**src/mcs_pkg.sv**
```systemverilog
// shared types and constants for the minimum cut search block
package mcs_pkg;

   localparam int ReqRowBits   = 4;
   localparam int ReqColBits   = 4;
   localparam int ReqWeightBits = 16;
   localparam int CutValueBits = 22;
   localparam int SideMaskBits = 16;
   localparam int NodeCountBits = 5;

   localparam logic OP_LOAD = 1'b0;
   localparam logic OP_RUN  = 1'b1;

   localparam logic [NodeCountBits-1:0] NODE_COUNT_RESET = 5'd2;
   localparam logic [CutValueBits-1:0]  CUT_VALUE_MAX    = '1;

   typedef struct packed {
      logic                     opcode;
      logic [ReqRowBits-1:0]    row_node;
      logic [ReqColBits-1:0]    col_node;
      logic [ReqWeightBits-1:0] edge_weight;
   } mcs_req_type;

   typedef struct packed {
      logic [CutValueBits-1:0] min_cut_value;
      logic [SideMaskBits-1:0] side_mask;
      logic                    found;
   } mcs_rsp_type;

   typedef enum logic [1:0] {
      ST_IDLE,
      ST_SCAN,
      ST_DRAIN,
      ST_DONE
   } mcs_state_type;

   // one matrix read issued by the sequencer
   typedef struct packed {
      logic valid;
      logic take;
      logic last_pair;
   } mcs_issue_type;

   // sequencer status toward the top level
   typedef struct packed {
      logic busy;
      logic start;
      logic done;
      logic found;
   } mcs_status_type;

endpackage

```
**src/mcs_weight_ram.sv**
```systemverilog
// weight matrix storage, one write port and one registered read port
module mcs_weight_ram import mcs_pkg::*; #(
   parameter int ADDR_W = 8,
   parameter int DATA_W = 16
) (
   input  logic              clock,
   input  logic              wr_en,
   input  logic [ADDR_W-1:0] wr_addr,
   input  logic [DATA_W-1:0] wr_data,
   input  logic              rd_en,
   input  logic [ADDR_W-1:0] rd_addr,
   output logic [DATA_W-1:0] rd_data
);

   localparam int Depth = 1 << ADDR_W;

   logic [DATA_W-1:0] mem_ff [0:Depth-1];
   logic [DATA_W-1:0] rd_data_ff;

   always_ff @(posedge clock) begin
      if (wr_en) begin
         mem_ff[wr_addr] <= wr_data;
      end
   end

   always_ff @(posedge clock) begin
      if (rd_en) begin
         rd_data_ff <= mem_ff[rd_addr];
      end
   end

   assign rd_data = rd_data_ff;

endmodule

```
**src/mcs_cut_unit.sv**
```systemverilog
// shared accumulate and compare unit for cut sums
module mcs_cut_unit import mcs_pkg::*; #(
   parameter int MAX_NODES   = 16,
   parameter int WEIGHT_BITS = 16
) (
   input  logic                   clock,
   input  logic                   reset,
   input  logic                   start,
   input  mcs_issue_type          issue,
   input  logic [MAX_NODES-1:0]   issue_mask,
   input  logic [WEIGHT_BITS-1:0] rd_data,
   output logic [WEIGHT_BITS+2*$clog2(MAX_NODES)-1:0] best_value,
   output logic [MAX_NODES-1:0]   best_mask
);

   localparam int IdxW = $clog2(MAX_NODES);
   localparam int SumW = WEIGHT_BITS + 2 * IdxW;

   mcs_issue_type        iss_ff;
   logic [MAX_NODES-1:0] iss_mask_ff;
   logic [SumW-1:0]      sum_ff, sum_in;
   logic [SumW-1:0]      best_ff, best_in;
   logic [MAX_NODES-1:0] best_mask_ff, best_mask_in;
   logic                 have_ff, have_in;
   logic [SumW-1:0]      total;

   // one add per matrix entry, one compare at the end of each mask
   always_comb begin
      total        = sum_ff + (iss_ff.take ? SumW'(rd_data) : '0);
      sum_in       = sum_ff;
      best_in      = best_ff;
      best_mask_in = best_mask_ff;
      have_in      = have_ff;
      if (start) begin
         sum_in  = '0;
         have_in = 1'b0;
      end else if (iss_ff.valid) begin
         sum_in = total;
         if (iss_ff.last_pair) begin
            sum_in = '0;
            if (!have_ff || (total < best_ff)) begin
               best_in      = total;
               best_mask_in = iss_mask_ff;
            end
            have_in = 1'b1;
         end
      end
   end

   always_ff @(posedge clock) begin
      if (reset) begin
         iss_ff  <= '0;
         have_ff <= 1'b0;
      end else begin
         iss_ff  <= issue;
         have_ff <= have_in;
      end
   end

   always_ff @(posedge clock) begin
      iss_mask_ff  <= issue_mask;
      sum_ff       <= sum_in;
      best_ff      <= best_in;
      best_mask_ff <= best_mask_in;
   end

   assign best_value = best_ff;
   assign best_mask  = best_mask_ff;

endmodule

```
**src/mcs_sequencer.sv**
```systemverilog
// mask and node pair sequencer driving the matrix reads
module mcs_sequencer import mcs_pkg::*; #(
   parameter int MAX_NODES = 16
) (
   input  logic                           clock,
   input  logic                           reset,
   input  logic                           run_start,
   input  logic [NodeCountBits-1:0]       node_count,
   input  logic                           out_free,
   output logic                           rd_en,
   output logic [2*$clog2(MAX_NODES)-1:0] rd_addr,
   output mcs_issue_type                  issue,
   output logic [MAX_NODES-1:0]           issue_mask,
   output mcs_status_type                 status
);

   localparam int IdxW = $clog2(MAX_NODES);
   localparam int CntW = $clog2(MAX_NODES + 1);

   mcs_state_type        state_ff, state_in;
   logic [MAX_NODES-1:0] mask_ff, mask_in;
   logic [IdxW-1:0]      u_ff, u_in, v_ff, v_in;
   logic [CntW-1:0]      n_ff, n_in;
   logic                 found_ff, found_in;

   logic [CntW-1:0]      n_sat;
   logic [IdxW-1:0]      nm1;
   logic [MAX_NODES:0]   one_shift;
   logic [MAX_NODES-1:0] last_mask;
   logic                 v_last, last_pair, final_pair, take;

   always_comb begin
      n_sat      = (32'(node_count) > MAX_NODES) ? CntW'(MAX_NODES) : CntW'(node_count);
      nm1        = IdxW'(n_ff - CntW'(1));
      one_shift  = (MAX_NODES + 1)'(1) << n_ff;
      last_mask  = MAX_NODES'(one_shift - (MAX_NODES + 1)'(2));
      v_last     = (v_ff == nm1);
      last_pair  = v_last && (u_ff == nm1);
      final_pair = last_pair && (mask_ff == last_mask);
      take       = mask_ff[u_ff] & ~mask_ff[v_ff];
   end

   // next state
   always_comb begin
      state_in = state_ff;
      unique case (state_ff)
         ST_IDLE: begin
            if (run_start) begin
               state_in = (n_sat < CntW'(2)) ? ST_DONE : ST_SCAN;
            end
         end
         ST_SCAN: begin
            if (final_pair) begin
               state_in = ST_DRAIN;
            end
         end
         ST_DRAIN: begin
            state_in = ST_DONE;
         end
         ST_DONE: begin
            if (out_free) begin
               state_in = ST_IDLE;
            end
         end
      endcase
   end

   // counters
   always_comb begin
      mask_in  = mask_ff;
      u_in     = u_ff;
      v_in     = v_ff;
      n_in     = n_ff;
      found_in = found_ff;
      if ((state_ff == ST_IDLE) && run_start) begin
         n_in     = n_sat;
         mask_in  = MAX_NODES'(1);
         u_in     = '0;
         v_in     = '0;
         found_in = (n_sat >= CntW'(2));
      end else if (state_ff == ST_SCAN) begin
         if (v_last) begin
            v_in = '0;
            if (last_pair) begin
               u_in    = '0;
               mask_in = mask_ff + MAX_NODES'(1);
            end else begin
               u_in = u_ff + IdxW'(1);
            end
         end else begin
            v_in = v_ff + IdxW'(1);
         end
      end
   end

   // outputs
   always_comb begin
      rd_en           = (state_ff == ST_SCAN);
      rd_addr         = {u_ff, v_ff};
      issue.valid     = (state_ff == ST_SCAN);
      issue.take      = take;
      issue.last_pair = last_pair;
      issue_mask      = mask_ff;
      status.busy     = (state_ff != ST_IDLE);
      status.start    = (state_ff == ST_IDLE) && run_start;
      status.done     = (state_ff == ST_DONE);
      status.found    = found_ff;
   end

   always_ff @(posedge clock) begin
      if (reset) begin
         state_ff <= ST_IDLE;
         found_ff <= 1'b0;
      end else begin
         state_ff <= state_in;
         found_ff <= found_in;
      end
   end

   always_ff @(posedge clock) begin
      mask_ff <= mask_in;
      u_ff    <= u_in;
      v_ff    <= v_in;
      n_ff    <= n_in;
   end

`ifndef NO_ASSERTIONS
   a_scan_found : assert property (@(posedge clock) disable iff (reset)
      (state_ff == ST_SCAN) |-> found_ff)
      else $error("scan running without a proper bipartition");

   a_pair_range : assert property (@(posedge clock) disable iff (reset)
      (state_ff == ST_SCAN) |-> ((32'(u_ff) < 32'(n_ff)) && (32'(v_ff) < 32'(n_ff))))
      else $error("node pair outside the active nodes");

   a_drain_done : assert property (@(posedge clock) disable iff (reset)
      (state_ff == ST_DRAIN) |=> (state_ff == ST_DONE))
      else $error("drain not followed by done");
`endif

endmodule

```
**src/exhaustive_min_cut_search.sv**
```systemverilog
// top level of the exhaustive minimum cut search block
//
// usage
//   req channel: one word per item, valid/stall handshake. a load word
//   (opcode load) writes one directed edge weight into the matrix;
//   loads to a node index at or above MAX_NODES are dropped. a run word
//   starts the search over the first node_count nodes.
//   rsp channel: one word per run word, none per load word.
//   csr port: csr_write with csr_data sets node_count; write only while idle.
// search order
//   a run word scans every node pair of each mask, for masks 1 .. 2^n-2,
//   then drains the matrix read and the final compare; the single shared
//   adder/comparator fed by the one matrix read port sums the pairs in turn.
//   with fewer than two nodes no scan runs and the result has found low.
//   req_stall stays high for the whole search.
// reset
//   synchronous, active high: node_count returns to 2, the sequencer goes
//   idle, rsp_valid drops. the weight matrix keeps no reset value.
// stall
//   a finished result sits in the output register while rsp_stall is high;
//   load words are still taken meanwhile, and a later search waits at its end
//   until the output register is free.
module exhaustive_min_cut_search import mcs_pkg::*; #(
   parameter int MAX_NODES   = 16,
   parameter int WEIGHT_BITS = 16
) (
   input  logic                     clock,
   input  logic                     reset,
   input  logic                     req_valid,
   output logic                     req_stall,
   input  mcs_req_type              req_word,
   output logic                     rsp_valid,
   input  logic                     rsp_stall,
   output mcs_rsp_type              rsp_word,
   input  logic                     csr_write,
   input  logic [NodeCountBits-1:0] csr_data
);

   localparam int IdxW  = $clog2(MAX_NODES);
   localparam int AddrW = 2 * IdxW;
   localparam int SumW  = WEIGHT_BITS + 2 * IdxW;

   logic [NodeCountBits-1:0] node_count_ff;

   // handshake and load decode
   logic req_accept, load_en, run_start, out_free, out_load;
   logic [IdxW-1:0]        wr_row, wr_col;
   logic [WEIGHT_BITS-1:0] wr_data;

   // sequencer to ram and cut unit
   logic                 rd_en;
   logic [AddrW-1:0]     rd_addr;
   logic [WEIGHT_BITS-1:0] rd_data;
   mcs_issue_type        issue;
   logic [MAX_NODES-1:0] issue_mask;
   mcs_status_type       status;
   logic [SumW-1:0]      best_value;
   logic [MAX_NODES-1:0] best_mask;

   // output register
   logic        rsp_valid_ff, rsp_valid_in;
   mcs_rsp_type rsp_word_ff, rsp_word_in;
   logic        value_sat;

   // node count register
   always_ff @(posedge clock) begin
      if (reset) begin
         node_count_ff <= NODE_COUNT_RESET;
      end else if (csr_write) begin
         node_count_ff <= csr_data;
      end
   end

   assign req_stall  = status.busy;
   assign req_accept = req_valid && !req_stall;
   assign run_start  = req_accept && (req_word.opcode == OP_RUN);

   // loads beyond the matrix are dropped
   always_comb begin
      load_en = req_accept && (req_word.opcode == OP_LOAD)
                && (32'(req_word.row_node) < MAX_NODES)
                && (32'(req_word.col_node) < MAX_NODES);
      wr_row  = IdxW'(32'(req_word.row_node));
      wr_col  = IdxW'(32'(req_word.col_node));
      wr_data = WEIGHT_BITS'(32'(req_word.edge_weight));
   end

   mcs_weight_ram #(
      .ADDR_W (AddrW),
      .DATA_W (WEIGHT_BITS)
   ) u_ram (
      .clock   (clock),
      .wr_en   (load_en),
      .wr_addr ({wr_row, wr_col}),
      .wr_data (wr_data),
      .rd_en   (rd_en),
      .rd_addr (rd_addr),
      .rd_data (rd_data)
   );

   mcs_sequencer #(
      .MAX_NODES (MAX_NODES)
   ) u_seq (
      .clock      (clock),
      .reset      (reset),
      .run_start  (run_start),
      .node_count (node_count_ff),
      .out_free   (out_free),
      .rd_en      (rd_en),
      .rd_addr    (rd_addr),
      .issue      (issue),
      .issue_mask (issue_mask),
      .status     (status)
   );

   mcs_cut_unit #(
      .MAX_NODES   (MAX_NODES),
      .WEIGHT_BITS (WEIGHT_BITS)
   ) u_cut (
      .clock      (clock),
      .reset      (reset),
      .start      (status.start),
      .issue      (issue),
      .issue_mask (issue_mask),
      .rd_data    (rd_data),
      .best_value (best_value),
      .best_mask  (best_mask)
   );

   // result word: saturate the sum, zeros when no bipartition exists
   always_comb begin
      out_free     = !rsp_valid_ff || !rsp_stall;
      out_load     = status.done && out_free;
      value_sat    = (SumW > CutValueBits) && (best_value > SumW'(CUT_VALUE_MAX));
      rsp_word_in  = rsp_word_ff;
      rsp_valid_in = rsp_valid_ff && rsp_stall;
      if (out_load) begin
         rsp_valid_in              = 1'b1;
         rsp_word_in.found         = status.found;
         rsp_word_in.min_cut_value = '0;
         rsp_word_in.side_mask     = '0;
         if (status.found) begin
            rsp_word_in.min_cut_value = value_sat ? CUT_VALUE_MAX
                                                  : CutValueBits'(best_value);
            rsp_word_in.side_mask     = SideMaskBits'(best_mask);
         end
      end
   end

   always_ff @(posedge clock) begin
      if (reset) begin
         rsp_valid_ff <= 1'b0;
      end else begin
         rsp_valid_ff <= rsp_valid_in;
      end
   end

   always_ff @(posedge clock) begin
      rsp_word_ff <= rsp_word_in;
   end

   assign rsp_valid = rsp_valid_ff;
   assign rsp_word  = rsp_word_ff;

`ifndef NO_ASSERTIONS
   a_rsp_from_done : assert property (@(posedge clock) disable iff (reset)
      $rose(rsp_valid_ff) |-> $past(status.done))
      else $error("result word raised without a finished search");
`endif

endmodule
```
**config.mk**
```make
export PLATFORM = sky130hd
export DESIGN_NAME = exhaustive_min_cut_search
export DESIGN_NICKNAME = d
export VERILOG_FILES = /design/src/mcs_pkg.sv /design/src/mcs_weight_ram.sv /design/src/mcs_cut_unit.sv /design/src/mcs_sequencer.sv /design/src/exhaustive_min_cut_search.sv
export SDC_FILE = /design/constraint.sdc
export NUM_CORES = 2
export LEC_CHECK = 0
export ABC_CLOCK_PERIOD_IN_PS = 9600
export BUFFER_PORTS_ARGS = -buffer_cell sky130_fd_sc_hd__buf_2
export CAP_MARGIN = 5
export CORE_MARGIN = 3
export CORE_UTILIZATION = 50
export CTS_CLUSTER_DIAMETER = 30
export DETAILED_ROUTE_END_ITERATION = 8
export GPL_TIMING_DRIVEN = 0
export HOLD_SLACK_MARGIN = 0.12
export PLACE_DENSITY = 0.68
export SLEW_MARGIN = 20
export SYNTH_ARGS = -nofsm -noshare
export SYNTH_HDL_FRONTEND = slang
export SYNTH_SLANG_ARGS = --single-unit
```
**constraint.sdc**
```tcl
create_clock -name clock -period 9.6 [get_ports clock]
set_input_delay 0.96 -clock clock [delete_from_list [all_inputs] [get_ports clock]]
set_output_delay 0.96 -clock clock [all_outputs]
set_load 0.005 [all_outputs]
```
After elaboration in Yosys (flattened, before gate mapping)
Memory sizes are Yosys's and may differ from the RTL's. A register that Yosys moved wholly into a read port is not among the register bits.
Cells that the tools add are included.
Widths: inputs -> output; s select.
{"block": "totals", "ff_bits": 161, "ramBits": 4096, "input_bits": 35, "output_inout_bits": 41, "wordCells": 87, "mem_count": 1}
{"block": "classes", "n_addsub": 6, "magnitude_cmp": 7, "eq_ne": 9, "shift": 1, "muxes": 18, "n_bitwise": 4, "reduce_logical": 22}
{"memory": "u_ram.mem_ff", "depth": 256, "width": 16, "rd": 1, "rd_clocked_by_memory_dff": 1, "wr": 1, "line": "mcs_weight_ram.sv:17", "text": "logic [DATA_W-1:0] mem_ff [0:Depth-1];"}
{"cell": "$add 24x24->24", "n": 1}
{"cell": "$gt 24x22->1 const B", "n": 1}
{"cell": "$lt 24x24->1", "n": 1}
{"cell": "$mux 24", "n": 1}
{"cell": "$mux 22", "n": 1}
{"cell": "$add 16x1->16 const B", "n": 1}
{"cell": "$eq 16x16->1", "n": 1}
{"cell": "$mux 16", "n": 1}
{"cell": "$shl 1x5->16 const A", "n": 1}
{"cell": "$sub 16x2->16 const B", "n": 1}
{"cell": "$lt 4x5->1 const B", "n": 2}
{"cell": "$add 4x1->4 const B", "n": 2}
{"cell": "$bmux 1 s4", "n": 2}
{"cell": "$eq 4x4->1", "n": 2}
{"cell": "$logic_and 1x1->1", "n": 8}
{"cell": "$mux 2", "n": 4}
{"cell": "$mux 4", "n": 2}
{"cell": "$pmux 2 s4", "n": 1}
{"cell": "$reduce_and 3->1", "n": 2}
{"cell": "$ge 5x2->1 const B", "n": 1}
{"cell": "$gt 5x5->1 const B", "n": 1}
{"cell": "$lt 5x2->1 const B", "n": 1}
{"cell": "$mux 1", "n": 5}
{"cell": "$mux 5", "n": 1}
{"cell": "14 further kinds", "n": 23}

Depth between registers and ports, before layout
{"block": "logic_depth", "ltp_word": 7, "mapped_depth": 22, "ltp_nobuf": 21}

By module
From an unflattened synthesis, not the netlist that was laid out.
{"block": "hier_totals", "hier_cells": 8193, "hier_area_um2": 167623.3}
{"mod": "mcs_weight_ram", "instances": 1, "cells_each": 7360, "area_per_inst_um2": 158874.9, "seq_area_each_um2": 123478.4}
{"mod": "mcs_cut_unit", "instances": 1, "cells_each": 392, "area_per_inst_um2": 4185.3, "seq_area_each_um2": 2082.0}
{"mod": "mcs_sequencer", "instances": 1, "cells_each": 334, "area_per_inst_um2": 2846.5, "seq_area_each_um2": 690.7}
{"mod": "exhaustive_min_cut_search", "instances": 1, "cells_each": 107, "area_per_inst_um2": 1716.6, "seq_area_each_um2": 1291.2}

Worst setup path after synthesis
Ideal clock, no wire load.
{"block": "synth_path", "kind": "register -> register", "from": "register u_cut.iss_ff[1] (netlist bit)", "to": "register u_cut.best_mask_ff[0] (netlist: u_cut.best_mask[0]), enable pin", "setup_ns": 0.498, "arrival_time_ns": 6.876, "required_time_ns": 9.102, "slack_ns": 2.226, "path_stages_with_launch": 22, "path_buffers": 1, "period_less_slack_ns": 7.374, "cell_sequence": "dfxtp_1 > clkbuf_1 > and2_1 > ha_1 > inv_1 > fa_1 > nor2b_1 > o21ai_0 > a21boi_0 > o31a_1 > o311ai_0 > a31oi_1 > nand3_1 > xnor2_1 > ha_1 > a21o_1 > a21o_1 > a21oi_1 > nor2b_1 > o21ai_0 > a21oi_1 > a211oi_1"}
{"block": "synth_via", "elab_chain_cells": 5}
{"element": "start: declaration", "line": "mcs_cut_unit.sv:19", "text": "mcs_issue_type iss_ff;"}
{"element": "start signal: assignment", "line": "mcs_cut_unit.sv:55", "text": "iss_ff <= issue;"}
{"element": "$mux 16", "line": "mcs_cut_unit.sv:29", "text": "total = sum_ff + (iss_ff.take ? SumW'(rd_data) : '0);"}
{"element": "$add 24x24->24", "line": "mcs_cut_unit.sv:29"}
{"element": "via u_cut.total[18]", "line": "mcs_cut_unit.sv:25", "text": "logic [SumW-1:0] total;"}
{"element": "$lt 24x24->1", "line": "mcs_cut_unit.sv:41", "text": "if (!have_ff || (total < best_ff)) begin"}
{"element": "$logic_or 1x1->1", "line": "mcs_cut_unit.sv:41"}
{"element": "$reduce_and 4->1 (no source line)"}
{"element": "end signal: assignment", "line": "mcs_cut_unit.sv:64", "text": "best_mask_ff <= best_mask_in;"}
{"element": "end: declaration", "line": "mcs_cut_unit.sv:23", "text": "logic [MAX_NODES-1:0] best_mask_ff, best_mask_in;"}
The timed path passes the listed nets, and every way through them passes these cells.
A chain may end at the register's enable or synchronous reset.

Worst setup path after layout
Same ends and word-level chain as after synthesis.

==> results.toml <==
[sta]
setup_ws_ps = 3540
tightest_slew_ps = 1270
fmax_mhz = 165
setup_tns_ps = 0
period_needed_ps = 6060
hold_viol_final = 0
fin_worst_skew_ps = 49.1
hold_slack_ps = 177
rsz0062_at_grt = "no"
period_share = 0.631
setup_viol = 0
max_slew_margin = 0.151
final_max_slew_viol_count = 0

[power]
power.total_uw = 56800
comb_power_share = 0.190
vdd_drop_max_mv = 0.228
power_frac_seq = 0.364
clockPowerShare = 0.446
netSwitchingFraction = 0.279
p_leak_uw = 0.0632
power_density_nw_per_um2 = 283
power.switching_uw = 15900
power.internal_uw = 40900

[clock_tree]
numCtsBuffers = 708
clock_sinks = 4273
clock_latency_ps = 1050
cts_resized = 0
root_buffer = "clkbuf_16"
clkTransAtPathRegs_ps = 50
cts_buffer_depth = 4
cts_tree = "yes"
hold_buffers = 1
cts_setup_buffers = 0
cts_max_level = 6

[place]
pre_cts_ws_ps = 3650
dp_hpwl_mm = 303
port-buffer-count = 74
gp_congestion = 0.937

[synth]
synthesis.nets = 7090
ys_top_cells_by_area = "edfxtp_1 76%, mux4_2 18%, dfxtp_1 0.93%, nor2_1 0.73%, clkbuf_1 0.56%"
synthAdderAreaFrac = 0.00405
ys_ff_latch = 4273
synth_top_area_frac = 0.762
synth_xor_area_frac = 0.00358
yosys.area.top_type = "edfxtp_1"
syn_avg_cell_area_sq_um = 23.6
ys_types = 65
synth_common_cells = "4196 x edfxtp_1, 1354 x mux4_2, 323 x nor2_1, 248 x clkbuf_1, 101 x buf_2"
synth_top_family_by_area = "multiplexers"
synth_simple_gate_area_share = 0.0167
synthCells = 7002
muxShareOfSynthArea = 0.185
async_flop_share = 0
syn_area_sq_um = 165000
synth.most_common_cell = "edfxtp_1"
ys.flop_type = "edfxtp_1"
synth_edf_count = 4196
yosysSeqAreaShare = 0.771
yosysWarnings = 0
synth-compound-area-share = 0.00834

[status]
status = "completed"

[worst_setup_path]
path_class = "reg -> reg"
worstPathRequired_ps = 10310
rr_worst_depth = 22
cp-start-kind = "flop"
arrival_ps = 6770
crit_fanout = 17
cp-end-kind = "flop"

[die]
start_util = 0.504
core_area_sq_um = 328000
row_count = 210
ios = 76
dieArea_sq_um = 338000
die_w_um = 581
die_h_um = 581

[global_route]
grt_pass1_vias = 84600
grt_pass1_wl_mm = 652
grt_usage = 0.275
antenna_found_initial = 33
grt_start_max_net_pins = 156
overflow = 0

[drt]
via_per_inst = 6.41
drtAntennaViolNets = 0
wl_mm = 463
vias = 83700
drc = 0
drtIter0Drc = 12900
routedWlPerCell_um = 35.5
dr.pass1.iters = 6

[hold_path]
hold_depth = 3
worstHoldPathType = "in -> reg"

[layout]
drive_gt1_frac = 0.385
synthToLayoutAreaGrowth_pct = 21.4
fin_nets = 8174
nFillCells = 21500
post-route-util = 0.612

[flow_run]
max-cap-violations = 0
-- cell families (layout without fill, tap and decap cells) --
kind of cell,count (synthesis),in the layout
flops,4273,4273
compound gates,198,198
other cells,0,10
simple gates,612,612
xor+xnor,61,61
mux,1370,1370
fa+ha+maj,53,53
buf+inv,435,2127
-- power groups by stage --
stage	Sequential [uW]	Combinational (uW)	Clock, uW
floorplan	21000	6100	0
global placement	21100	10300	0
detailed placement	21000	10600	0
CTS	20700	10700	25500
global route	20700	11000	26400
finish	20700	10800	25300
-- per-stage QoR --
stage	instance area [sq um]	std cells
after global placement	171000	11400
after floorplan	165000	7002
after CTS	201000	13000
after global routing	201000	13000
final	201000	13100
after detailed placement	177000	11700
-- state kept, by name (all words and copies together) (netlist names) --
register           count
node_count_ff          5
u_cut.iss_ff           3
u_seq.state_ff         2
u_seq.v_ff             4
rsp_word              39
u_ram.mem_ff        4096
u_seq.n_ff             5
u_seq.found_ff         1
rsp_valid              1
u_seq.u_ff             4
u_cut.iss_mask_ff     16
u_cut.best_mask       16
u_ram.rd_data         16
u_cut.have_ff          1
u_seq.issue_mask      16
u_cut.best_value      24
u_cut.sum_ff          24
-- cells in the final DEF, fill, tap and decap left out, types with 31 or more instances in the layout --
cell type / count
a21oi_1: 33
a22oi_1: 41
and2_1: 36
buf_16: 44
buf_2: 172
buf_6: 183
buf_8: 86
bufinv_16: 78
clkbuf_1: 254
clkbuf_16: 710
clkbuf_2: 66
clkinv_1: 87
clkinv_2: 100
clkinv_4: 57
clkinvlp_4: 81
dfxtp_1: 77
edfxtp_1: 4196
ha_1: 52
inv_1: 46
inv_6: 73
mux4_2: 1354
nand2_1: 92
nand3_1: 32
nor2_1: 67
nor2_2: 247
xnor2_1: 31
-- layer usage --
layer	GRT usage	vias up	wire (um)
li1	-	32500	-
met1	0.365	44300	166000
met2	0.424	5770	220000
met3	0.0808	1020	54100
met4	0.123	22	23500
met5	0	-	195
-- final timing paths --
check | slack, ps | endpoint | start
worst max-delay path | 3540 | u_cut.best_mask[0] | u_cut.iss_ff[1]
worst min register to register | 340 | u_cut.iss_mask_ff[5] | u_seq.issue_mask[5]
worst max register to register | 3540 | u_cut.best_mask[0] | u_cut.iss_ff[1]
worst min-delay path | 180 | node_count_ff[2] | csr_data[2]
-- layout make-up --
cell class              count  area, sq um  share of cell area
diodes                     10         25.0            0.000125
multi-input cells        2294        36800               0.183
clock inverters           537         6180              0.0308
clock buffers             781        18000              0.0898
plain buffers             389         1730             0.00860
inverters                  46          173            0.000860
repair buffers            374         4940              0.0246
flip-flops and latches   4273       128000               0.635
well taps                4346         5440              0.0271
-- critical path, cell delays in order, from the launching register on --
cell,delay (ps)
dfxtp_1,440
clkbuf_1,260
and2_1,180
ha_1,160
inv_1,60
fa_1,430
nor2b_1,130
o21ai_0,120
a21boi_0,440
o31a_1,230
o311ai_0,220
a31oi_1,620
nand3_1,180
xnor2_1,300
ha_1,320
a21o_1,170
a21o_1,180
a21oi_1,130
nor2b_1,60
o21ai_0,180
a21oi_1,130
a211oi_4,560
buf_6,270
Power figures use the tool's default switching activity.
